==> src/rtl/integer_range_list_parser_defines.svh <==
// ---------------------------------------------------------------------------
// Range list parser assertion macros
// Shared property forms for the concurrent checks of the parser.
// ---------------------------------------------------------------------------
`ifndef INTEGER_RANGE_LIST_PARSER_DEFINES_SVH
`define INTEGER_RANGE_LIST_PARSER_DEFINES_SVH

// same-cycle implication, checked while out of reset
`define IRLP_ASSERT_NOW(name, clk, rst_n, ante, cons, msg) \
  name: assert property (@(posedge clk) disable iff (!rst_n) (ante) |-> (cons)) \
    else $error(msg);

// next-cycle implication, checked while out of reset
`define IRLP_ASSERT_NEXT(name, clk, rst_n, ante, cons, msg) \
  name: assert property (@(posedge clk) disable iff (!rst_n) (ante) |=> (cons)) \
    else $error(msg);

`endif

==> src/rtl/irlp_pkg.sv <==
// ---------------------------------------------------------------------------
// Range list parser package
// Item types, character codes, result kinds and sizing constants.
// ---------------------------------------------------------------------------
package irlp_pkg;

  localparam int unsigned FIELD_BITS     = 31;
  localparam int unsigned VALUE_BITS_DEF = 31;
  localparam int unsigned RES_DEPTH_DEF  = 4;

  localparam logic [7:0] CH_ZERO  = 8'h30;
  localparam logic [7:0] CH_NINE  = 8'h39;
  localparam logic [7:0] CH_COMMA = 8'h2c;
  localparam logic [7:0] CH_DASH  = 8'h2d;
  localparam logic [7:0] CH_SPACE = 8'h20;
  localparam logic [7:0] CH_TAB   = 8'h09;

  typedef enum logic [1:0] {
    KIND_RANGE = 2'd0,
    KIND_OK    = 2'd1,
    KIND_ERROR = 2'd2
  } kind_e;

  typedef enum logic [1:0] {
    PH_NONE  = 2'd0,
    PH_START = 2'd1,
    PH_END   = 2'd2
  } phase_e;

  typedef struct packed {
    logic [7:0] char_code;
    logic       end_of_text;
  } in_item_t;

  typedef struct packed {
    logic [1:0]            kind;
    logic [FIELD_BITS-1:0] range_start;
    logic [FIELD_BITS-1:0] range_end;
    logic                  last;
  } out_item_t;

  // results made by one item, first one goes out first
  typedef struct packed {
    logic [1:0] count;
    out_item_t  first;
    out_item_t  second;
  } res_pair_t;

endpackage

==> src/rtl/irlp_core.sv <==
// ---------------------------------------------------------------------------
// Range list parser core
// Parse state registers and the per-character next-state and result logic.
// ---------------------------------------------------------------------------
module irlp_core #(
  parameter int unsigned VALUE_BITS = irlp_pkg::VALUE_BITS_DEF
) (
  input  logic                clk_i,
  input  logic                rst_ni,
  input  logic                fire_i,
  input  irlp_pkg::in_item_t  item_i,
  output irlp_pkg::res_pair_t push_o
);
  import irlp_pkg::*;

  localparam logic [VALUE_BITS-1:0] VMAX = '1;

  phase_e                phase_q, phase_d;
  logic [VALUE_BITS-1:0] start_q, start_d;
  logic [VALUE_BITS-1:0] end_q, end_d;
  logic                  open_q, open_d;
  logic                  failed_q, failed_d;

  logic                  is_digit;
  logic [3:0]            digit;
  logic [VALUE_BITS-1:0] end_base;
  logic [VALUE_BITS-1:0] pend_end;

  function automatic logic [VALUE_BITS-1:0] acc_digit(input logic [VALUE_BITS-1:0] v,
                                                      input logic [3:0] d);
    logic [VALUE_BITS+3:0] n;
    n = ({4'b0, v} << 3) + ({4'b0, v} << 1) + {{VALUE_BITS{1'b0}}, d};
    if (n > {4'b0, VMAX}) begin
      return VMAX;
    end
    return n[VALUE_BITS-1:0];
  endfunction

  function automatic out_item_t make_range(input logic [VALUE_BITS-1:0] s,
                                           input logic [VALUE_BITS-1:0] e,
                                           input logic last);
    out_item_t r;
    r.kind        = KIND_RANGE;
    r.range_start = FIELD_BITS'(s);
    r.range_end   = FIELD_BITS'(e);
    r.last        = last;
    return r;
  endfunction

  assign is_digit   = (item_i.char_code >= CH_ZERO) && (item_i.char_code <= CH_NINE);
  assign digit      = 4'(item_i.char_code - CH_ZERO);
  assign pend_end   = open_q ? VMAX : end_q;
  assign end_base   = open_q ? '0 : end_q;

  always_comb begin
    out_item_t status;
    phase_d  = phase_q;
    start_d  = start_q;
    end_d    = end_q;
    open_d   = open_q;
    failed_d = failed_q;
    push_o   = '0;

    status             = '0;
    status.kind        = failed_q ? KIND_ERROR : KIND_OK;
    status.last        = 1'b1;

    if (item_i.end_of_text) begin
      // flush pending range, report status, start over
      if (!failed_q && phase_q != PH_NONE) begin
        push_o.count  = 2'd2;
        push_o.first  = make_range(start_q, pend_end, 1'b0);
        push_o.second = status;
      end else begin
        push_o.count = 2'd1;
        push_o.first = status;
      end
      phase_d  = PH_NONE;
      start_d  = '0;
      end_d    = '0;
      open_d   = 1'b0;
      failed_d = 1'b0;
    end else if (!failed_q) begin
      priority if (is_digit) begin
        unique case (phase_q)
          PH_NONE: begin
            phase_d = PH_START;
            start_d = acc_digit('0, digit);
            end_d   = acc_digit('0, digit);
          end
          PH_START: begin
            start_d = acc_digit(start_q, digit);
            end_d   = acc_digit(start_q, digit);
          end
          PH_END: begin
            open_d = 1'b0;
            end_d  = acc_digit(end_base, digit);
          end
          default: begin
            // unused phase code: behaves as end phase without updates
          end
        endcase
      end else if (item_i.char_code == CH_COMMA) begin
        if (phase_q != PH_NONE) begin
          push_o.count = 2'd1;
          push_o.first = make_range(start_q, pend_end, 1'b1);
          phase_d      = PH_NONE;
          open_d       = 1'b0;
        end
      end else if (item_i.char_code == CH_DASH) begin
        unique case (phase_q)
          PH_NONE: begin
            start_d = '0;
            end_d   = '0;
            open_d  = 1'b1;
            phase_d = PH_END;
          end
          PH_START: begin
            end_d   = '0;
            open_d  = 1'b1;
            phase_d = PH_END;
          end
          default: begin
            failed_d = 1'b1;
          end
        endcase
      end else if (item_i.char_code == CH_SPACE || item_i.char_code == CH_TAB) begin
        // blanks are skipped
      end else begin
        failed_d = 1'b1;
      end
    end

    if (!fire_i) begin
      push_o.count = 2'd0;
    end
  end

  always_ff @(posedge clk_i or negedge rst_ni) begin
    if (!rst_ni) begin
      phase_q  <= PH_NONE;
      start_q  <= '0;
      end_q    <= '0;
      open_q   <= 1'b0;
      failed_q <= 1'b0;
    end else if (fire_i) begin
      phase_q  <= phase_d;
      start_q  <= start_d;
      end_q    <= end_d;
      open_q   <= open_d;
      failed_q <= failed_d;
    end
  end

endmodule

==> src/rtl/irlp_res_queue.sv <==
// ---------------------------------------------------------------------------
// Range list parser result queue
// Small register queue taking up to two results a cycle, one out a cycle.
// ---------------------------------------------------------------------------
module irlp_res_queue #(
  parameter int unsigned DEPTH = irlp_pkg::RES_DEPTH_DEF
) (
  input  logic                          clk_i,
  input  logic                          rst_ni,
  input  irlp_pkg::res_pair_t           push_i,
  input  logic                          pop_i,
  output logic                          valid_o,
  output irlp_pkg::out_item_t           item_o,
  output logic [$clog2(DEPTH+1)-1:0]    count_o
);
  import irlp_pkg::*;

  localparam int unsigned PW = $clog2(DEPTH);
  localparam int unsigned CW = $clog2(DEPTH+1);

  out_item_t         mem_q [DEPTH];
  logic [PW-1:0]     wp_q, wp_d, rp_q, rp_d, wp_next;
  logic [CW-1:0]     cnt_q, cnt_d;

  function automatic logic [PW-1:0] inc(input logic [PW-1:0] p);
    return (p == PW'(DEPTH - 1)) ? '0 : p + 1'b1;
  endfunction

  assign wp_next = inc(wp_q);
  assign valid_o = (cnt_q != '0);
  assign item_o  = mem_q[rp_q];
  assign count_o = cnt_q;

  always_comb begin
    wp_d  = wp_q;
    rp_d  = rp_q;
    cnt_d = cnt_q + CW'(push_i.count);
    if (push_i.count == 2'd1) begin
      wp_d = wp_next;
    end else if (push_i.count == 2'd2) begin
      wp_d = inc(wp_next);
    end
    if (pop_i && valid_o) begin
      rp_d  = inc(rp_q);
      cnt_d = cnt_d - 1'b1;
    end
  end

  always_ff @(posedge clk_i) begin
    if (push_i.count != 2'd0) begin
      mem_q[wp_q] <= push_i.first;
    end
    if (push_i.count == 2'd2) begin
      mem_q[wp_next] <= push_i.second;
    end
  end

  always_ff @(posedge clk_i or negedge rst_ni) begin
    if (!rst_ni) begin
      wp_q  <= '0;
      rp_q  <= '0;
      cnt_q <= '0;
    end else begin
      wp_q  <= wp_d;
      rp_q  <= rp_d;
      cnt_q <= cnt_d;
    end
  end

endmodule

==> src/rtl/integer_range_list_parser.sv <==
// ---------------------------------------------------------------------------
// Integer range list parser
// Parses a character stream of comma separated integer ranges.
// ---------------------------------------------------------------------------
// an accepted item is held in the input register; its results are then written into the result queue
// throughput: one item per cycle while the result queue has room; an end-of-text item may put out two results
// the result queue admits a parsed item only with room for two results
// reset clears the parse state, the input valid flag and the result queue
`include "integer_range_list_parser_defines.svh"

module integer_range_list_parser #(
  parameter int unsigned VALUE_BITS = irlp_pkg::VALUE_BITS_DEF,
  parameter int unsigned RES_DEPTH  = irlp_pkg::RES_DEPTH_DEF
) (
  input  logic                clk_i,
  input  logic                rst_ni,
  input  logic                in_valid_i,
  output logic                in_ready_o,
  input  irlp_pkg::in_item_t  in_item_i,
  output logic                out_valid_o,
  input  logic                out_ready_i,
  output irlp_pkg::out_item_t out_item_o
);
  import irlp_pkg::*;

  localparam int unsigned CW = $clog2(RES_DEPTH+1);

  logic      in_valid_q;
  in_item_t  in_q;
  logic      fire;
  logic      room;
  res_pair_t push;
  logic [CW-1:0] q_count;

  assign room       = (q_count <= CW'(RES_DEPTH - 2));
  assign fire       = in_valid_q && room;
  assign in_ready_o = !in_valid_q || fire;

  always_ff @(posedge clk_i or negedge rst_ni) begin
    if (!rst_ni) begin
      in_valid_q <= 1'b0;
    end else if (in_ready_o) begin
      in_valid_q <= in_valid_i;
    end
  end

  always_ff @(posedge clk_i) begin
    if (in_ready_o && in_valid_i) begin
      in_q <= in_item_i;
    end
  end

  irlp_core #(
    .VALUE_BITS(VALUE_BITS)
  ) u_core (
    .clk_i (clk_i),
    .rst_ni(rst_ni),
    .fire_i(fire),
    .item_i(in_q),
    .push_o(push)
  );

  irlp_res_queue #(
    .DEPTH(RES_DEPTH)
  ) u_queue (
    .clk_i  (clk_i),
    .rst_ni (rst_ni),
    .push_i (push),
    .pop_i  (out_ready_i),
    .valid_o(out_valid_o),
    .item_o (out_item_o),
    .count_o(q_count)
  );

  `IRLP_ASSERT_NOW(a_queue_bound, clk_i, rst_ni, 1'b1, q_count <= CW'(RES_DEPTH), "result queue overflow")
  `IRLP_ASSERT_NOW(a_status_last, clk_i, rst_ni, out_valid_o && out_item_o.kind != KIND_RANGE, out_item_o.last, "status item without last")
  `IRLP_ASSERT_NOW(a_kind_legal, clk_i, rst_ni, out_valid_o, out_item_o.kind == KIND_RANGE || out_item_o.kind == KIND_OK || out_item_o.kind == KIND_ERROR, "illegal result kind")
  `IRLP_ASSERT_NEXT(a_eot_pushes, clk_i, rst_ni, fire && in_q.end_of_text, out_valid_o, "end of text gave no result")

endmodule
==> config.mk <==
export PLATFORM = sky130hd
export DESIGN_NAME = integer_range_list_parser
export DESIGN_NICKNAME = d
export VERILOG_FILES = /design/src/rtl/irlp_pkg.sv /design/src/rtl/irlp_core.sv /design/src/rtl/irlp_res_queue.sv /design/src/rtl/integer_range_list_parser.sv
export VERILOG_INCLUDE_DIRS = /design/src /design/src/rtl
export SDC_FILE = /design/constraint.sdc
export NUM_CORES = 1
export LEC_CHECK = 0
export BUFFER_PORTS_ARGS = -buffer_cell sky130_fd_sc_hd__buf_4
export CAP_MARGIN = 25
export CELL_PAD_IN_SITES_DETAIL_PLACEMENT = 1
export CELL_PAD_IN_SITES_GLOBAL_PLACEMENT = 2
export CORE_ASPECT_RATIO = 0.9
export CORE_MARGIN = 10
export CORE_UTILIZATION = 40
export CTS_BUF_LIST = sky130_fd_sc_hd__clkbuf_16
export DETAILED_ROUTE_END_ITERATION = 10
export PLACE_DENSITY = 0.83
export REMOVE_ABC_BUFFERS = 1
export SLEW_MARGIN = 20
export SYNTH_ARGS = -nofsm -noshare
export SYNTH_HDL_FRONTEND = slang
export SYNTH_SLANG_ARGS = --single-unit
==> constraint.sdc <==
create_clock -name clk_i -period 5 [get_ports clk_i]
set_clock_uncertainty 0.1 [all_clocks]
set_input_delay 0.5 -clock clk_i [delete_from_list [all_inputs] [get_ports clk_i]]
set_output_delay 0.5 -clock clk_i [all_outputs]
set_load 0.01 [all_outputs]
==> summary.md <==
| Metric | Value |
|---|---|
| Outcome | complete, no violations |
| Via count | about 15000 |
| Number of global-route vias before repair | approximately 16000 |
| Flop and latch count out of synthesis | 343 |
| Worst vdd ir | around 0.34 mV |
| Horizontal die dimension | 244 µm |
| Area enclosed by the die boundary | 54200 µm² |
| Post-Syn Area | 18100 µm² |
| Bufs on Longest Clock Path | 3 |
| Post-detailed-route DRC marker count | 0 |
| HPWL after DPL | between 30000 and 40000 µm |
| Cells traversed along the worst timing path | nor2b_1 -> xnor2_1 -> ha_1 -> a21o_1 -> ha_1 -> a21oi_1 -> a21oi_1 -> o31a_1 -> a21oi_2 -> o41a_4 -> o41ai_2 -> mux2_4 -> or3_4 -> nor4b_2 -> o221ai_1 |
| Effective utilization at floorplan | 0.407 |
| TritonCTS clock tree | yes |
| CTS hold repair buffers | 8 |
| Most frequently used flop master after synthesis | sky130_fd_sc_hd__dfxtp_1 |
| Async S/R FF share, synth | 0.216 |
| Total net switching power | just under 3000 µW |
| YS warnings | 0 |
| I/O pin count | 80 |
| Vias per cell | approximately 5.8 |
| Post-synth EDFFs | 21 |
| Number of inserted diodes | 0 |
| Global routing usage on met1 | 0.267 |
| Fraction of power consumed by combinational cells | 0.270 |
| Power share of the clock group | 0.318 |
| Initial antenna violation count | 0 |
| Critical path type | flip-flop to flip-flop |
| Drt first-iter violations | roughly 1100 |
| Grt met2 use | 0.341 |
| Cell taking the most area after synthesis | sky130_fd_sc_hd__dfxtp_1 |
| Areal power density over the cells | approximately 420 nW/µm² |
| Final number of setup-violating endpoints | 0 |
| Final Hold Viols | 0 |
| Final ANT Viol Nets | 0 |
| Portion of synthesized cell area occupied by the leading cell type | 0.274 |
| CP max stage delay | around 520 ps |
| Total number of placement rows | 73 |
| Cts repair resizes | 0 |
| Latest clock arrival within the worst-skew pair | roughly 570 ps |
| Worst-Margin Slew | 959 ps |
| Count of buffers from port buffering | between 70 and 80 |
| Proportion of total power due to net switching | 0.341 |
| Crit-path slowest cell | sky130_fd_sc_hd__or3_4 |
| Total leakage power | between 0.008 and 0.009 µW |
| Largest net degree at the start of global routing | 49 |
| Placed Instance Area | roughly 19000 µm² |
| Met3 Track Usage GR | 0.0282 |
| Detailed-routing iteration count for the pre-antenna-repair pass | 5 |
| Worst Hold Slack | 28.2 ps |
| Endpoint kind of the worst setup timing path | flip-flop |
| Largest fanout on the critical path | 23 |
| Peak Freq | ~220 MHz |
| Die height | roughly 220 µm |
| Buffers inserted during post-CTS setup optimization | 0 |
| Inserted Clock Buffers | 39 |
| Setup repair after global routing missed its margin | false |
| Setup_tns | 0 ps |
| Number of distinct library cells after synthesis | 80 |
| Worst hold-check path type | primary input to flip-flop |
| Min cycle time layout | between 4000 and 5000 ps |
| Number of clock sinks | 343 |
| Final RePlAce weighted congestion | between 0.9 and 1 |
| List of most frequent post-synthesis cells | 248 x sky130_fd_sc_hd__dfxtp_1, 248 x sky130_fd_sc_hd__nand2_1, 178 x sky130_fd_sc_hd__o21ai_0, 139 x sky130_fd_sc_hd__ha_1, 116 x sky130_fd_sc_hd__a22o_1 |
| Critical Path AT | roughly 4900 ps |
| Routed len/inst | 21.9 µm |
| Total Wirelength | between 50000 and 60000 µm |
| Gr usage total | 0.202 |
| Most used routing layer | met2 |
| Final net count | approximately 2100 |
| Sequential power share | 0.412 |
| Max Transition Viols Final | 0 |
| Sequential share of the synthesized area | 0.411 |
| Final cycle utilization of the critical path | 0.928 |
| Slew Limit Headroom | 0.360 |
| Top post-synthesis cells by area | sky130_fd_sc_hd__dfxtp_1 27%, sky130_fd_sc_hd__dfrtp_1 10%, sky130_fd_sc_hd__ha_1 9.6% |
| Clock-pin slew on the worst setup and hold paths | ~60 ps |
| # H-tree levels | 2 |
| Number of cells produced by synthesis | 1859 |
| Core area | about 44000 µm² |
| Wire length of the first global-routing pass | between 80000 and 90000 µm |
| Critical path data required time | roughly 5300 ps |
| Avg Synthesized Cell Area | around 10 µm² |
| Final cell area excluding filler cells | around 21000 µm² |
| Share of layout cells above drive strength 1 | 0.142 |
| Area Growth Syn to Fin | 14.0% |
| Overflow left after global routing | 0 |
| Root buf cell | sky130_fd_sc_hd__clkbuf_16 |
| Cell internal power dissipation | between 5000 and 6000 µW |
| Number of maximum-capacitance violations | 0 |
| Startpoint type of the worst setup path | flip-flop |
-- worst paths after layout --
| check | slack (ps) | from | endpoint | cells past startpoint |
|---|---|---|---|---|
| max in group asynchronous | 3380 | rst_ni | u_core.open_q$_DFFE_PN0P_ | 3 |
| min reg2reg | 350 | u_queue.mem_q[1][9]$_SDFFE_PP0P_ | u_queue.mem_q[1][9]$_SDFFE_PP0P_ | 2 |
| min | 30 | in_valid_i | in_valid_q$_DFFE_PN0N_ | 2 |
| min in group asynchronous | 310 | rst_ni | u_queue.count_o[2]$_DFF_PN0_ | 2 |
| max reg2reg | 360 | u_core.open_q$_DFFE_PN0P_ | u_core.end_q[20]$_DFFE_PN0P_ | 15 |
| max | 360 | u_core.open_q$_DFFE_PN0P_ | u_core.end_q[20]$_DFFE_PN0P_ | 15 |
-- metrics by stage --
| stage | power [µW] | utilization | setup WS (ps) | instances |
|---|---|---|---|---|
| finish | 8670 | 0.464 | 361 | 2533 |
| global route | 9190 | 0.464 | 115 | 2533 |
| CTS | 8780 | 0.464 | 341 | 2532 |
| detailed placement | 5990 | 0.435 | 371 | 2453 |
| global placement | 5910 | 0.435 | 561 | 2453 |
| floorplan | 4990 | - | 32.1 | 1747 |
-- logic make-up after synthesis --
kind of cell    synth area share
compound gates             0.210
simple gates               0.130
flops                      0.411
buf+inv                   0.0339
fa+ha+maj                  0.100
mux                       0.0877
xor+xnor                  0.0271
-- state kept, by name (all words and copies together) (netlist names) --
| register | flops |
|---|---|
| in_valid_q | 1 |
| u_core.end_q | 31 |
| u_core.start_q | 31 |
| u_core.failed_q | 1 |
| u_core.phase_q | 2 |
| in_q | 9 |
| u_queue.wp_q | 2 |
| u_core.open_q | 1 |
| u_queue.mem_q | 260 |
| u_queue.rp_q | 2 |
| u_queue.count_o | 3 |
-- power by group through the flow --
stage	Clock [µW]	Sequential, µW	Combinational (µW)
after global placement	0	3600	2300
final	2760	3570	2340
after global routing	2940	3640	2610
after detailed placement	0	3630	2360
after floorplan	0	3650	1340
after CTS	2820	3580	2380
-- worst max-delay path, delay by kind of cell, from the launching register on --
family,cells,cell delay (ps)
adder cells (fa/ha/maj),2,530
AND/OR/NAND/NOR,3,1110
XOR/XNOR,1,120
flip-flops,1,470
AO/OA/AOI/OAI,8,1800
multiplexers,1,340
-- final cells by class --
class                   count  area (µm²)
fillers                  4994       23800
multi-input cells        1359       10100
flip-flops and latches    343        7450
clock buffers              42        1050
repair buffers            115         925
well taps                 600         751
inverters                  45         169
clock inverters            29         156
-- cells in the final DEF, fill, tap and decap left out, drive strengths merged, types with 4 or more instances in the layout --
master / count
a32oi: 4
ha: 139
xor2: 19
inv: 60
o21ai: 222
and2: 11
a22oi: 8
dfxtp: 248
a31oi: 11
a221o: 4
nand4: 17
nor2: 110
o211ai: 26
and3: 9
xnor2: 37
o221ai: 5
nor3: 16
dlygate4sd3: 8
nand3: 31
o31ai: 7
a22o: 116
o22ai: 6
edfxtp: 21
clkbuf: 42
mux2: 7
or3: 7
nand2: 248
buf: 107
o21ba: 4
a211oi: 7
mux4: 65
a21o: 27
o21a: 11
nor2b: 47
clkinv: 13
dfrtp: 74
nand2b: 6
a21oi: 79
fa: 4
-- routing by layer --
metal  share of wire  wire [µm]
met1            0.47      25900
met2            0.48      26800
met3           0.032       1790
met4           0.017        928
met5               0          0
Note: power is estimated with default switching activity, not from simulation.
